File: config.mk
export PLATFORM = sky130hd
export DESIGN_NAME = categorical_naive_bayes_classifier
export DESIGN_NICKNAME = d
export VERILOG_FILES = /design/src/rtl/cnb_pkg.sv /design/src/rtl/categorical_naive_bayes_classifier.sv /design/src/rtl/cnb_arith.sv
export SDC_FILE = /design/constraint.sdc
export NUM_CORES = 2
export LEC_CHECK = 0
export BUFFER_PORTS_ARGS = -buffer_cell sky130_fd_sc_hd__buf_2
export CORE_AREA = 3 3 551 553
export CTS_BUF_LIST = sky130_fd_sc_hd__clkbuf_4 sky130_fd_sc_hd__clkbuf_8
export DETAILED_ROUTE_END_ITERATION = 16
export DIE_AREA = 0 0 554 556
export SETUP_SLACK_MARGIN = 0.5
export SLEW_MARGIN = 10
export SYNTH_ARGS = -nofsm -noshare
export SYNTH_HDL_FRONTEND = slang
export SYNTH_HIERARCHICAL = 1
export SYNTH_SLANG_ARGS = --single-unit
File: constraint.sdc
create_clock -name clk -period 32.6 [get_ports clk]
set_input_delay 3.26 -clock clk [delete_from_list [all_inputs] [get_ports clk]]
set_output_delay 3.26 -clock clk [all_outputs]
set_load 0.03 [all_outputs]
File: src/rtl/cnb_pkg.sv
`timescale 1ns / 1ps
`default_nettype none
// ----------------------------------------------------------------------------
// cnb_pkg: shared types and constants
// Transaction payload structs and request codes for the naive Bayes block.
// ----------------------------------------------------------------------------
package cnb_pkg;

  localparam int FRAC_BITS = 48;
  localparam int NCELLS    = 9;

  localparam logic [1:0] REQ_TRAIN   = 2'd0;
  localparam logic [1:0] REQ_PREDICT = 2'd1;
  localparam logic [1:0] REQ_CLEAR   = 2'd2;

  localparam logic [1:0] VAL_EMPTY = 2'd2;

  typedef struct packed {
    logic [1:0] req_type;
    logic [1:0] cell_0;
    logic [1:0] cell_1;
    logic [1:0] cell_2;
    logic [1:0] cell_3;
    logic [1:0] cell_4;
    logic [1:0] cell_5;
    logic [1:0] cell_6;
    logic [1:0] cell_7;
    logic [1:0] cell_8;
    logic       sample_label;
  } in_item_t;

  typedef struct packed {
    logic        predicted_class;
    logic [47:0] posterior;
    logic        accepted;
  } out_item_t;

  // Control to the arithmetic unit.
  typedef struct packed {
    logic start_div;
    logic start_mul;
  } au_ctl_t;

  typedef struct packed {
    logic busy;
  } au_sts_t;

endpackage
`default_nettype wire

File: src/rtl/categorical_naive_bayes_classifier.sv
`timescale 1ns / 1ps
`default_nettype none
// ----------------------------------------------------------------------------
// categorical_naive_bayes_classifier: two-class naive Bayes over nine cells
//
// Input channel in_valid/in_stall/in_data carries one request transaction:
// train, predict or clear. Each request returns exactly one transaction on
// out_valid/out_stall/out_data. The block works on one request at a time and
// holds in_stall high from acceptance until the result moves into the output
// register. A result waiting there does not block the next request.
// Clear, a refused train, predict with no samples and the unused request
// code go straight to the output push. An accepted train does a read and a
// write of the cell counter memory per cell. Predict does, per class, one
// prior division, nine likelihood divisions and nine multiplications, with
// start and compare steps. When one class holds every sample its prior
// saturates at once without a division. Reset clears the class counts and
// the cell counter valid flags, so every cell counter reads as zero until
// written. When the receiver stalls, hold the result in the output
// register; a second finished result waits inside.
// ----------------------------------------------------------------------------
module categorical_naive_bayes_classifier #(
  parameter int MAX_SAMPLES = 1024
) (
  input  wire logic               clk,
  input  wire logic               rst_n,
  input  wire logic               in_valid,
  output logic                    in_stall,
  input  wire cnb_pkg::in_item_t  in_data,
  output logic                    out_valid,
  input  wire logic               out_stall,
  output cnb_pkg::out_item_t      out_data
);
  import cnb_pkg::*;

  localparam int CW = $clog2(MAX_SAMPLES + 4);

  localparam logic [3:0] S_IDLE  = 4'd0;
  localparam logic [3:0] S_PRIOR = 4'd1;
  localparam logic [3:0] S_LIK   = 4'd2;
  localparam logic [3:0] S_MUL   = 4'd3;
  localparam logic [3:0] S_WAIT  = 4'd4;
  localparam logic [3:0] S_OUT   = 4'd5;
  localparam logic [3:0] S_TRD   = 4'd6;
  localparam logic [3:0] S_TWR   = 4'd7;
  localparam logic [3:0] S_PUSH  = 4'd8;

  logic [CW-1:0] cls_cnt_r [2];
  logic [CW-1:0] cvc_mem [54];
  logic [53:0]   cvc_vld_r;
  logic [CW-1:0] cvc_q_r;
  logic          cvc_vq_r;
  logic [CW-1:0] cvc_cur;
  logic          cvc_we;
  logic          cls_inc;
  logic          do_clear;

  logic [3:0]  state_r, state_nxt;
  logic [3:0]  ret_r, ret_nxt;
  logic        cls_r, cls_nxt;
  logic [3:0]  cell_r, cell_nxt;
  logic [47:0] post_r, post_nxt, post0_r, post0_nxt;
  logic [1:0]  vals_r [9];
  out_item_t   wrk_r, wrk_nxt;
  out_item_t   res_r, res_nxt;
  logic        ov_r, ov_nxt;

  au_ctl_t       au_ctl;
  au_sts_t       au_sts;
  logic [CW-1:0] au_num, au_den;
  logic [47:0]   au_res;

  logic [1:0]    vin [9];
  logic [CW:0]   total;
  logic [3:0]    cell_ix;
  logic [5:0]    idx;

  function automatic logic [1:0] fix_val(input logic [1:0] v);
    return (v == 2'd3) ? VAL_EMPTY : v;
  endfunction

  assign vin[0] = fix_val(in_data.cell_0);
  assign vin[1] = fix_val(in_data.cell_1);
  assign vin[2] = fix_val(in_data.cell_2);
  assign vin[3] = fix_val(in_data.cell_3);
  assign vin[4] = fix_val(in_data.cell_4);
  assign vin[5] = fix_val(in_data.cell_5);
  assign vin[6] = fix_val(in_data.cell_6);
  assign vin[7] = fix_val(in_data.cell_7);
  assign vin[8] = fix_val(in_data.cell_8);

  assign total = {1'b0, cls_cnt_r[0]} + {1'b0, cls_cnt_r[1]};
  assign in_stall  = (state_r != S_IDLE);
  assign out_valid = ov_r;
  assign out_data  = res_r;

  // index of the current cell counter for the active class
  assign cell_ix = (cell_r < 4'(NCELLS)) ? cell_r : 4'd0;
  assign idx = 6'(cell_ix) * 6'd6 + 6'(vals_r[cell_ix]) * 6'd2 + 6'(cls_r);

  // counters never written since reset or clear read as zero
  assign cvc_cur = cvc_vq_r ? cvc_q_r : '0;

  cnb_arith #(.CW(CW)) u_arith (
    .clk(clk), .rst_n(rst_n), .ctl(au_ctl), .num(au_num), .den(au_den),
    .mul_a(post_r), .mul_b(au_res), .sts(au_sts), .result(au_res)
  );

  always_comb begin
    state_nxt = state_r;
    ret_nxt   = ret_r;
    cls_nxt   = cls_r;
    cell_nxt  = cell_r;
    post_nxt  = post_r;
    post0_nxt = post0_r;
    wrk_nxt   = wrk_r;
    res_nxt   = res_r;
    ov_nxt    = ov_r;
    au_ctl    = '0;
    au_num    = '0;
    au_den    = '0;
    cvc_we    = 1'b0;
    cls_inc   = 1'b0;
    do_clear  = 1'b0;
    if (ov_r && !out_stall) ov_nxt = 1'b0;
    case (state_r)
      S_IDLE: begin
        if (in_valid && !in_stall) begin
          wrk_nxt   = '{predicted_class: 1'b0, posterior: '0, accepted: 1'b1};
          state_nxt = S_PUSH;
          case (in_data.req_type)
            REQ_TRAIN: begin
              if (total >= (CW+1)'(MAX_SAMPLES)) begin
                wrk_nxt.accepted = 1'b0;
              end else begin
                cls_nxt   = in_data.sample_label;
                cell_nxt  = '0;
                state_nxt = S_TRD;
              end
            end
            REQ_PREDICT: begin
              if (total == '0) begin
                wrk_nxt.predicted_class = 1'b1;
              end else begin
                cls_nxt   = 1'b0;
                state_nxt = S_PRIOR;
              end
            end
            REQ_CLEAR: do_clear = 1'b1;
            default: ;
          endcase
        end
      end
      S_TRD: begin
        // counter read lands at this edge
        state_nxt = S_TWR;
      end
      S_TWR: begin
        cvc_we   = 1'b1;
        cell_nxt = cell_r + 4'd1;
        if (cell_r == 4'(NCELLS - 1)) begin
          cls_inc   = 1'b1;
          state_nxt = S_PUSH;
        end else begin
          state_nxt = S_TRD;
        end
      end
      S_PRIOR: begin
        // prior = class count / total
        au_ctl.start_div = 1'b1;
        au_num = cls_cnt_r[cls_r];
        au_den = total[CW-1:0];
        cell_nxt  = '0;
        ret_nxt   = S_LIK;
        state_nxt = S_WAIT;
      end
      S_LIK: begin
        post_nxt = au_res;
        if (cell_r == 4'd0 && ret_r == S_LIK) post_nxt = au_res;
        au_ctl.start_div = 1'b1;
        au_num = cvc_cur + CW'(1);
        au_den = cls_cnt_r[cls_r] + CW'(3);
        ret_nxt   = S_MUL;
        state_nxt = S_WAIT;
      end
      S_MUL: begin
        au_ctl.start_mul = 1'b1;
        cell_nxt  = cell_r + 4'd1;
        ret_nxt   = (cell_r == 4'(NCELLS - 1)) ? S_OUT : S_LIK;
        state_nxt = S_WAIT;
      end
      S_WAIT: begin
        if (!au_sts.busy && !au_ctl.start_div) begin
          state_nxt = ret_r;
          if (ret_r == S_LIK && cell_r != 4'd0) post_nxt = au_res;
        end
      end
      S_OUT: begin
        // au_res holds the finished class posterior
        if (!cls_r) begin
          post0_nxt = au_res;
          cls_nxt   = 1'b1;
          state_nxt = S_PRIOR;
        end else begin
          if (post0_r > au_res) begin
            wrk_nxt.predicted_class = 1'b0;
            wrk_nxt.posterior       = post0_r;
          end else begin
            wrk_nxt.predicted_class = 1'b1;
            wrk_nxt.posterior       = au_res;
          end
          state_nxt = S_PUSH;
        end
      end
      S_PUSH: begin
        // hold the result until the output register is free
        if (!ov_r || !out_stall) begin
          res_nxt   = wrk_r;
          ov_nxt    = 1'b1;
          state_nxt = S_IDLE;
        end
      end
      default: state_nxt = S_IDLE;
    endcase
  end

  always_ff @(posedge clk) begin
    if (cvc_we) cvc_mem[idx] <= cvc_cur + CW'(1);
    cvc_q_r  <= cvc_mem[idx];
    cvc_vq_r <= cvc_vld_r[idx];
  end

  always_ff @(posedge clk) begin
    if (!rst_n) begin
      state_r      <= S_IDLE;
      ov_r         <= 1'b0;
      cls_cnt_r[0] <= '0;
      cls_cnt_r[1] <= '0;
      cvc_vld_r    <= '0;
    end else begin
      state_r <= state_nxt;
      ov_r    <= ov_nxt;
      if (do_clear) begin
        cls_cnt_r[0] <= '0;
        cls_cnt_r[1] <= '0;
        cvc_vld_r    <= '0;
      end
      if (cls_inc) cls_cnt_r[cls_r] <= cls_cnt_r[cls_r] + CW'(1);
      if (cvc_we) cvc_vld_r[idx] <= 1'b1;
    end
    ret_r   <= ret_nxt;
    cls_r   <= cls_nxt;
    cell_r  <= cell_nxt;
    post_r  <= post_nxt;
    post0_r <= post0_nxt;
    wrk_r   <= wrk_nxt;
    res_r   <= res_nxt;
    if (state_r == S_IDLE && in_valid && !in_stall) begin
      for (int i = 0; i < 9; i++) vals_r[i] <= vin[i];
    end
  end

endmodule
`default_nettype wire

File: src/rtl/cnb_arith.sv
`timescale 1ns / 1ps
`default_nettype none
// ----------------------------------------------------------------------------
// cnb_arith: shared fraction divider and multiplier
// Restoring divider (one quotient bit a cycle) and a 24x24 partial-product
// multiplier (one partial product a cycle) for 48-bit fixed-point values.
// ----------------------------------------------------------------------------
module cnb_arith #(
  parameter int CW = 17
) (
  input  wire logic            clk,
  input  wire logic            rst_n,
  input  wire cnb_pkg::au_ctl_t ctl,
  input  wire logic [CW-1:0]   num,
  input  wire logic [CW-1:0]   den,
  input  wire logic [47:0]     mul_a,
  input  wire logic [47:0]     mul_b,
  output cnb_pkg::au_sts_t     sts,
  output logic [47:0]          result
);
  import cnb_pkg::*;

  localparam logic [1:0] M_IDLE = 2'd0;
  localparam logic [1:0] M_DIV  = 2'd1;
  localparam logic [1:0] M_MUL  = 2'd2;

  logic [1:0]    mode_r, mode_nxt;
  logic [5:0]    cnt_r, cnt_nxt;
  logic [CW:0]   rem_r, rem_nxt;
  logic [CW-1:0] den_r, den_nxt;
  logic [47:0]   q_r, q_nxt;
  logic [47:0]   a_r, a_nxt, b_r, b_nxt;
  logic [97:0]   acc_r, acc_nxt;
  logic [CW:0]   rem_sh;
  logic [23:0]   pa, pb;
  logic [47:0]   prod;

  assign sts.busy = (mode_r != M_IDLE);
  assign result   = q_r;

  always_comb begin
    rem_sh = {rem_r[CW-1:0], 1'b0};
    pa = cnt_r[1] ? a_r[47:24] : a_r[23:0];
    pb = cnt_r[0] ? b_r[47:24] : b_r[23:0];
    prod = 48'(pa) * 48'(pb);
  end

  always_comb begin
    mode_nxt = mode_r;
    cnt_nxt  = cnt_r;
    rem_nxt  = rem_r;
    den_nxt  = den_r;
    q_nxt    = q_r;
    a_nxt    = a_r;
    b_nxt    = b_r;
    acc_nxt  = acc_r;
    case (mode_r)
      M_IDLE: begin
        if (ctl.start_div) begin
          if (den == '0 || num >= den) begin
            q_nxt = '1;
          end else begin
            rem_nxt  = {1'b0, num};
            den_nxt  = den;
            q_nxt    = '0;
            cnt_nxt  = '0;
            mode_nxt = M_DIV;
          end
        end else if (ctl.start_mul) begin
          a_nxt    = mul_a;
          b_nxt    = mul_b;
          acc_nxt  = '0;
          cnt_nxt  = '0;
          mode_nxt = M_MUL;
        end
      end
      M_DIV: begin
        // one quotient bit per cycle
        if (rem_sh >= {1'b0, den_r}) begin
          rem_nxt = rem_sh - {1'b0, den_r};
          q_nxt   = {q_r[46:0], 1'b1};
        end else begin
          rem_nxt = rem_sh;
          q_nxt   = {q_r[46:0], 1'b0};
        end
        cnt_nxt = cnt_r + 6'd1;
        if (cnt_r == 6'(FRAC_BITS - 1)) mode_nxt = M_IDLE;
      end
      M_MUL: begin
        // accumulate partial products, weight by half indexes
        acc_nxt = acc_r + (98'(prod) << (6'd24 * (6'(cnt_r[1]) + 6'(cnt_r[0]))));
        cnt_nxt = cnt_r + 6'd1;
        if (cnt_r == 6'd3) begin
          mode_nxt = M_IDLE;
          q_nxt    = acc_nxt[95:48];
        end
      end
      default: mode_nxt = M_IDLE;
    endcase
  end

  always_ff @(posedge clk) begin
    if (!rst_n) begin
      mode_r <= M_IDLE;
      cnt_r  <= '0;
    end else begin
      mode_r <= mode_nxt;
      cnt_r  <= cnt_nxt;
    end
    rem_r <= rem_nxt;
    den_r <= den_nxt;
    q_r   <= q_nxt;
    a_r   <= a_nxt;
    b_r   <= b_nxt;
    acc_r <= acc_nxt;
  end

endmodule
`default_nettype wire
* After elaboration in Yosys (flattened, before gate mapping)
Memories as Yosys holds them, arrays and structs flattened. A register that Yosys moved wholly into a read port is not among the register bits.
Cells that the tools add are included.
** Operators by class
- Muxes and demuxes :: 103
- Add/sub/neg operators :: 11
- Eq/ne operators :: 43
- Order comparisons :: 7
- Reductions and logical operators :: 47
- Shift operators :: 1
- Multipliers :: 3
- Bitwise logic cells :: 6
** Operator list (count)
- $mux W48 :: 5
- $mux W98 :: 2
- $pmux W98 S2 :: 1
- $mux W54 :: 3
- $pmux W48 S3 :: 1
- $add A98 B98 Y98 :: 1
- $mux W49 :: 2
- $pmux W49 S2 :: 1
- $shl A48 B6 Y98 :: 1
- $pmux W48 S2 :: 1
- $mux W11 :: 7
- $pmux W11 S2 :: 3
- $or A54 B54 Y54 :: 1
- $mux W50 :: 1
- $gt A48 B48 Y1 :: 1
- $mul A24 B24 Y48 :: 1
- $mux W24 :: 2
- $mux W4 :: 11
- $mux W1 :: 35
- $mux W2 :: 14
- $pmux W4 S7 :: 1
- $reduce_and A3 Y1 :: 9
- $pmux W4 S3 :: 2
- $add A11 B1 Y11 const B :: 2
- other kinds (54) :: 113
** Storage, ports and cells
- Input port bits :: 25
- Word-level logic and storage cells :: 247
- Bits in registers :: 537
- RAM bits :: 634
- Memories :: 3
- Output and inout port bits :: 52
** Memories
- cvc_mem :: words 54, bits a word 11, rd ports 1, clocked after memory_dff 1, write ports 1, RTL line categorical_naive_bayes_classifier.sv:48 : logic [CW-1:0] cvc_mem [54];
- cls_cnt_r :: words 2, bits a word 11, rd ports 3, clocked after memory_dff 1, write ports 2, RTL line categorical_naive_bayes_classifier.sv:47 : logic [CW-1:0] cls_cnt_r [2];
- vals_r :: words 9, bits a word 2, rd ports 1, clocked after memory_dff 0, write ports 9, RTL line categorical_naive_bayes_classifier.sv:62 : logic [1:0] vals_r [9];

* Logic depth before layout (Yosys ltp)
- Depth after elaboration :: 11
- Gate-level depth with buffers :: 45
- Depth with buffers taken out :: 40

* Modules after synthesis
Netlist, hierarchy kept.
** Modules (own cells, without submodules)
- cnb_arith :: cells an instance 4362, sequential area each 8027.7 um2, area each 38471.9 um2, instances 1
- categorical_naive_bayes_classifier :: cells an instance 2406, sequential area each 26605.5 um2, area each 36231.0 um2, instances 1

* Worst setup path after synthesis
No wires, ideal clock.
- Path kind :: register -> register
- Start point :: reg u_arith.cnt_r[0]
- End point :: reg u_arith.q_r[47], in the netlist u_arith/result[47], data pin
- Path buffers :: 5
- Data arrival time :: 10.486 ns
- Setup time :: 0.273 ns
- Clock period less this slack :: 10.759 ns
- Cell stages (with the launch flop) :: 44
- Required time :: 32.327 ns
- Slack :: 21.841 ns
- Cells stage by stage :: dfxtp_1 > clkbuf_1 > buf_1 > mux2i_1 > clkbuf_1 > nor2_1 > fa_1 > fa_1 > inv_1 > fa_1 > inv_1 > fa_1 > inv_1 > fa_1 > inv_1 > fa_1 > inv_1 > fa_1 > [8 not listed] > o21bai_1 > a21boi_0 > xor2_1 > o211ai_1 > o21ai_0 > o22ai_1 > ha_1 > clkbuf_1 > nand4_1 > nor3_1 > nand3_1 > or3_1 > a2111oi_1 > nor3_1 > o41ai_1 > xnor3_1 > nand2_1 > a31oi_1
** On the way
- Word-level cells in the longest chain between the ends :: 6
- Elaborated cells between the ends (all ways) :: 8
- Classes of those cells :: add/sub: 2; mul: 2; shift: 1; mux: 3
** Ends and longest elaborated chain
- start, declared :: RTL line cnb_arith.sv:28 : logic [5:0] cnt_r, cnt_nxt;
- start signal, assigned :: RTL line cnb_arith.sv:108 : cnt_r <= cnt_nxt;
- $mux W24 or $add A1 B1 Y2 (tied branches) :: RTL line cnb_arith.sv:44, cnb_arith.sv:91
- $mul A24 B24 Y48 or $mul A2 B6 Y3 (tied branches) :: RTL line cnb_arith.sv:45, cnb_arith.sv:91
- $shl A48 B6 Y98 * :: RTL line cnb_arith.sv:91 : acc_nxt = acc_r + (98'(prod) << (6'd24 * (6'(cnt_r[1]) + 6'(cnt_r[0]))));
- $add A98 B98 Y98 * :: RTL line cnb_arith.sv:91
- $mux W48 * :: RTL line cnb_arith.sv:93 : if (cnt_r == 6'd3) begin
- $pmux W48 S3 * :: RTL line cnb_arith.sv:57 : case (mode_r)
- via u_arith.q_nxt[47] :: RTL line cnb_arith.sv:31 : logic [47:0] q_r, q_nxt;
- end signal, assigned :: RTL line cnb_arith.sv:112 : q_r <= q_nxt;
- end, declared :: RTL line cnb_arith.sv:31
The timed path passes the listed nets; every way through them passes the cells marked *. The select of a mux whose other input is x is not followed.
A chain may end at the register's enable or synchronous reset.

* Worst setup path after layout
- Start point :: reg u_arith.cnt_r[1]
- End point :: reg u_arith.q_r[40], in the netlist u_arith/result[40], data pin
** On the way
- Word-level cells in the longest chain between the ends :: 6
- Elaborated cells between the ends (all ways) :: 8
- Classes of those cells :: add/sub: 2; mul: 2; shift: 1; mux: 3
** Ends and longest elaborated chain (RTL line)
- $mux W24 or $add A1 B1 Y2 (tied branches) :: cnb_arith.sv:43, cnb_arith.sv:91
- $mul A24 B24 Y48 or $mul A2 B6 Y3 (tied branches) :: cnb_arith.sv:45, cnb_arith.sv:91
- $shl A48 B6 Y98 * :: cnb_arith.sv:91
- $add A98 B98 Y98 * :: cnb_arith.sv:91
- $mux W48 * :: cnb_arith.sv:93
- $pmux W48 S3 * :: cnb_arith.sv:57
- via u_arith.q_nxt[40] :: cnb_arith.sv:31
Marks and branches as above.

==> metrics.txt <==
run status finished clean; cell area after synthesis 74700 um^2; sequential area share after synthesis 46.36%; hold_sp post_r[1]; die height 556 um; P&R area growth vs syn 12.07%; hold path endpoint u_arith/a_r[1]; Syn Area/Cell around 11 um^2; placed wire-length estimate 168900 um; # rows 201; endpoints failing hold 0; Post-Syn Instances 6768; Max Cap Violations 0; GR peak layer met2; reg2reg end u_arith/result[40]; Hold Path Depth 0; antenna violations before repair 11; prevailing post-synth register cell edfxtp_1; CP Capture Type flip-flop; clk sink count 1180; CTS tree done; post-CTS setup buffers 0; GR Layer Usage met1 19.51%; Peak VDD IR 0.04478 mV; DR vias 53732; # DRC 0; worst-margin pin slew 1150 ps; Initial Utilization 24.96%; power after layout 4.558 mW; Pins Over Slew Limit 0; H-Tree Depth 4; EDFF count, synth 1100; Critical Path Max Stage Delay about 610 ps; clock root buffer clkbuf_8; grt met2 use 24.46%; YS warnings 6; minimum hold slack ~420 ps; final wirelength 237800 um; Worst Path Required 33200 ps; Seq cells post-synth 1180; largest net degree at the start of global routing 98; # setup viols final 0; initial DRC count 5259; RD Place Congestion 0.9471; Fin Setup TNS 0 ps; vias in the first global route 54388; slowest CP cell o31ai_1; relative slew slack between 20 and 25%; die width between 500 and 600 um; Worst Path Buf+Inv 8; Leakage 32.02 nW; GRT Residual Overflow 0; Max clock buf depth 4; Port Buf Inserts 76; critical path peak fanout 40; Total Routing Usage GR 14.96%; asr flop ratio synth 0%; Tmin final 12550 ps; hold buffers post-CTS 0; FF-to-FF path depth 41; drt wl/cell between 20 and 25 um; Netlist cell types 117; global-route wire length before repair 352700 um; Pwr Density 54.44 nW/um^2; Net Count, Synth 7646; Worst Hold Class flip-flop to flip-flop; Worst Path Arrival 13150 ps; I/O pin cnt 77; share of cells above drive strength 1 9.937%; insertion delay to the later sink of the worst-skew pair 910 ps; Core Area around 300000 um^2; post-route clock period utilization between 30% and 40%; reg2reg start u_arith/cnt_r[1]; critical path class flip-flop to flip-flop; die area 308000 um^2; Fmax 79.69 MHz; Vias/cell 4.913; Post-DRT Antenna Nets 0; DRT Pass-1 Iters 8; Setup Skew between 100 and 150 ps; design area 83720 um^2; RSZ-0062 raised after global routing false; clock-pin slew on the worst setup and hold paths 60 ps; reg-to-reg setup timing slack 20050 ps; cts repair resizes 0; crit-path leading delay family compound AO/OA/AOI/OAI gates; met3 usage 2.852%; Nets 7705; Setup crit start kind flip-flop; DP Area 79850 um^2; total CTS buffers 190
==> metrics by stage <==
| step | setup WS [ps] | cells | util (%) |
|---|---|---|---|
| 5_1_grt | 19460 | 10933 | 27.97 |
| 3_5_place_dp | 20270 | 10591 | 26.68 |
| 3_3_place_gp | 20270 | 10591 | 26.68 |
| 4_1_cts | 20210 | 10930 | 27.96 |
| 6_report | 20050 | 10937 | 27.98 |
| 2_1_floorplan | 21840 | 6768 | - |
==> layout by cell type, fill, tap and decap left out, types with 94 or more instances in the layout <==
cell type  Yosys  layout
ha_1         366     361
nand2_1      720     718
buf_4         14     144
a22oi_1      187     186
mux2i_1      141     133
inv_1        762     760
fa_1         487     487
nor2_1       627     618
edfxtp_1    1100    1100
o21ai_0      171     169
a21oi_1      319     317
clkbuf_8       0     207
a31oi_1      100     100
a21o_1        94      94
xnor2_1       99      97
==> routing by layer <==
layer	wire, um	share of wire [%]
met2	111300	47
met5	13	0.0055
met3	18080	7.6
met1	98450	41
met4	9974	4.2
==> power by group <==
group,switching (mW),total [mW],internal [mW],leakage (nW)
sequential,0.0361,1.77,1.73,10.5
combinational,0.982,1.47,0.486,19.5
clock,0.612,1.32,0.711,2.02
==> cells by family after synthesis <==
| logic type | Yosys count | synth area share [%] |
|---|---|---|
| compound gates | 1367 | 12.56 |
| buf+inv | 1120 | 5.897 |
| simple gates | 1878 | 11.16 |
| xor+xnor | 170 | 2.030 |
| fa+ha+maj | 853 | 19.18 |
| mux | 200 | 2.814 |
| flops | 1180 | 46.36 |
==> flip-flops by register name (all words and copies together) (netlist names), 48 cells and up, named ones only <==
register and cells:
cvc_mem 594, cvc_vld_r 54, out_data 50, post0_r 48, post_r 48, u_arith/a_r 48
u_arith/acc_r 96, u_arith/b_r 48, u_arith/result 48, wrk_r 50
==> cell type report <==
cell class	instances	area [um^2]
Clock inverter	70	510.5
Tap cell	3958	4952
Inverter	765	2874
Fill cell	31072	215600
Timing Repair Buffer	222	1501
Antenna cell	5	12.51
Clock buffer	269	3314
Multi-Input combinational cell	4468	35920
Sequential cell	1180	34640
==> worst max-delay path by stage <==
stage                     startpoint                 end  slack, ps  cells past startpoint
floorplan           u_arith/cnt_r[0]  u_arith/result[47]      21840                     43
CTS                 u_arith/cnt_r[0]  u_arith/result[47]      20210                     40
detailed placement  u_arith/cnt_r[1]  u_arith/result[47]      20270                     40
finish              u_arith/cnt_r[1]  u_arith/result[40]      20050                     41
global placement    u_arith/cnt_r[0]  u_arith/result[39]      20270                     40
global route        u_arith/cnt_r[1]  u_arith/result[39]      19460                     41
==> worst reg2reg max path: cells and delay by family (launching register included) <==
kind                     cells  cell delay [ps]
AO/OA/AOI/OAI               19             4880
multiplexers                 2              690
flip-flops                   1              540
adder cells (fa/ha/maj)      9             4480
buffers and inverters        8             1000
XOR/XNOR                     1              500
AND/OR/NAND/NOR              2              230
==> cell usage after synthesis, types with 55 or more instances <==
cell type	number	area, um^2
a22oi_1	187	1404
buf_2	55	275.3
a221oi_1	69	604.3
edfxtp_1	1100	33030
nor3_1	61	305.3
nand2_1	720	2703
dfxtp_1	80	1602
clkbuf_1	243	912.1
mux2_2	56	630.6
a21o_1	94	705.7
xor2_1	69	604.3
a21oi_1	319	1597
mux2i_1	141	1411
nor2_1	627	2354
inv_1	762	2860
nand4_1	83	519.3
a31oi_1	100	625.6
a22o_1	61	534.3
fa_1	487	9749
o21ai_0	171	855.8
nand3_1	78	390.4
ha_1	366	4579
xnor2_1	99	867.1
nor2b_1	95	594.3
Power figures use the tool's default switching activity.
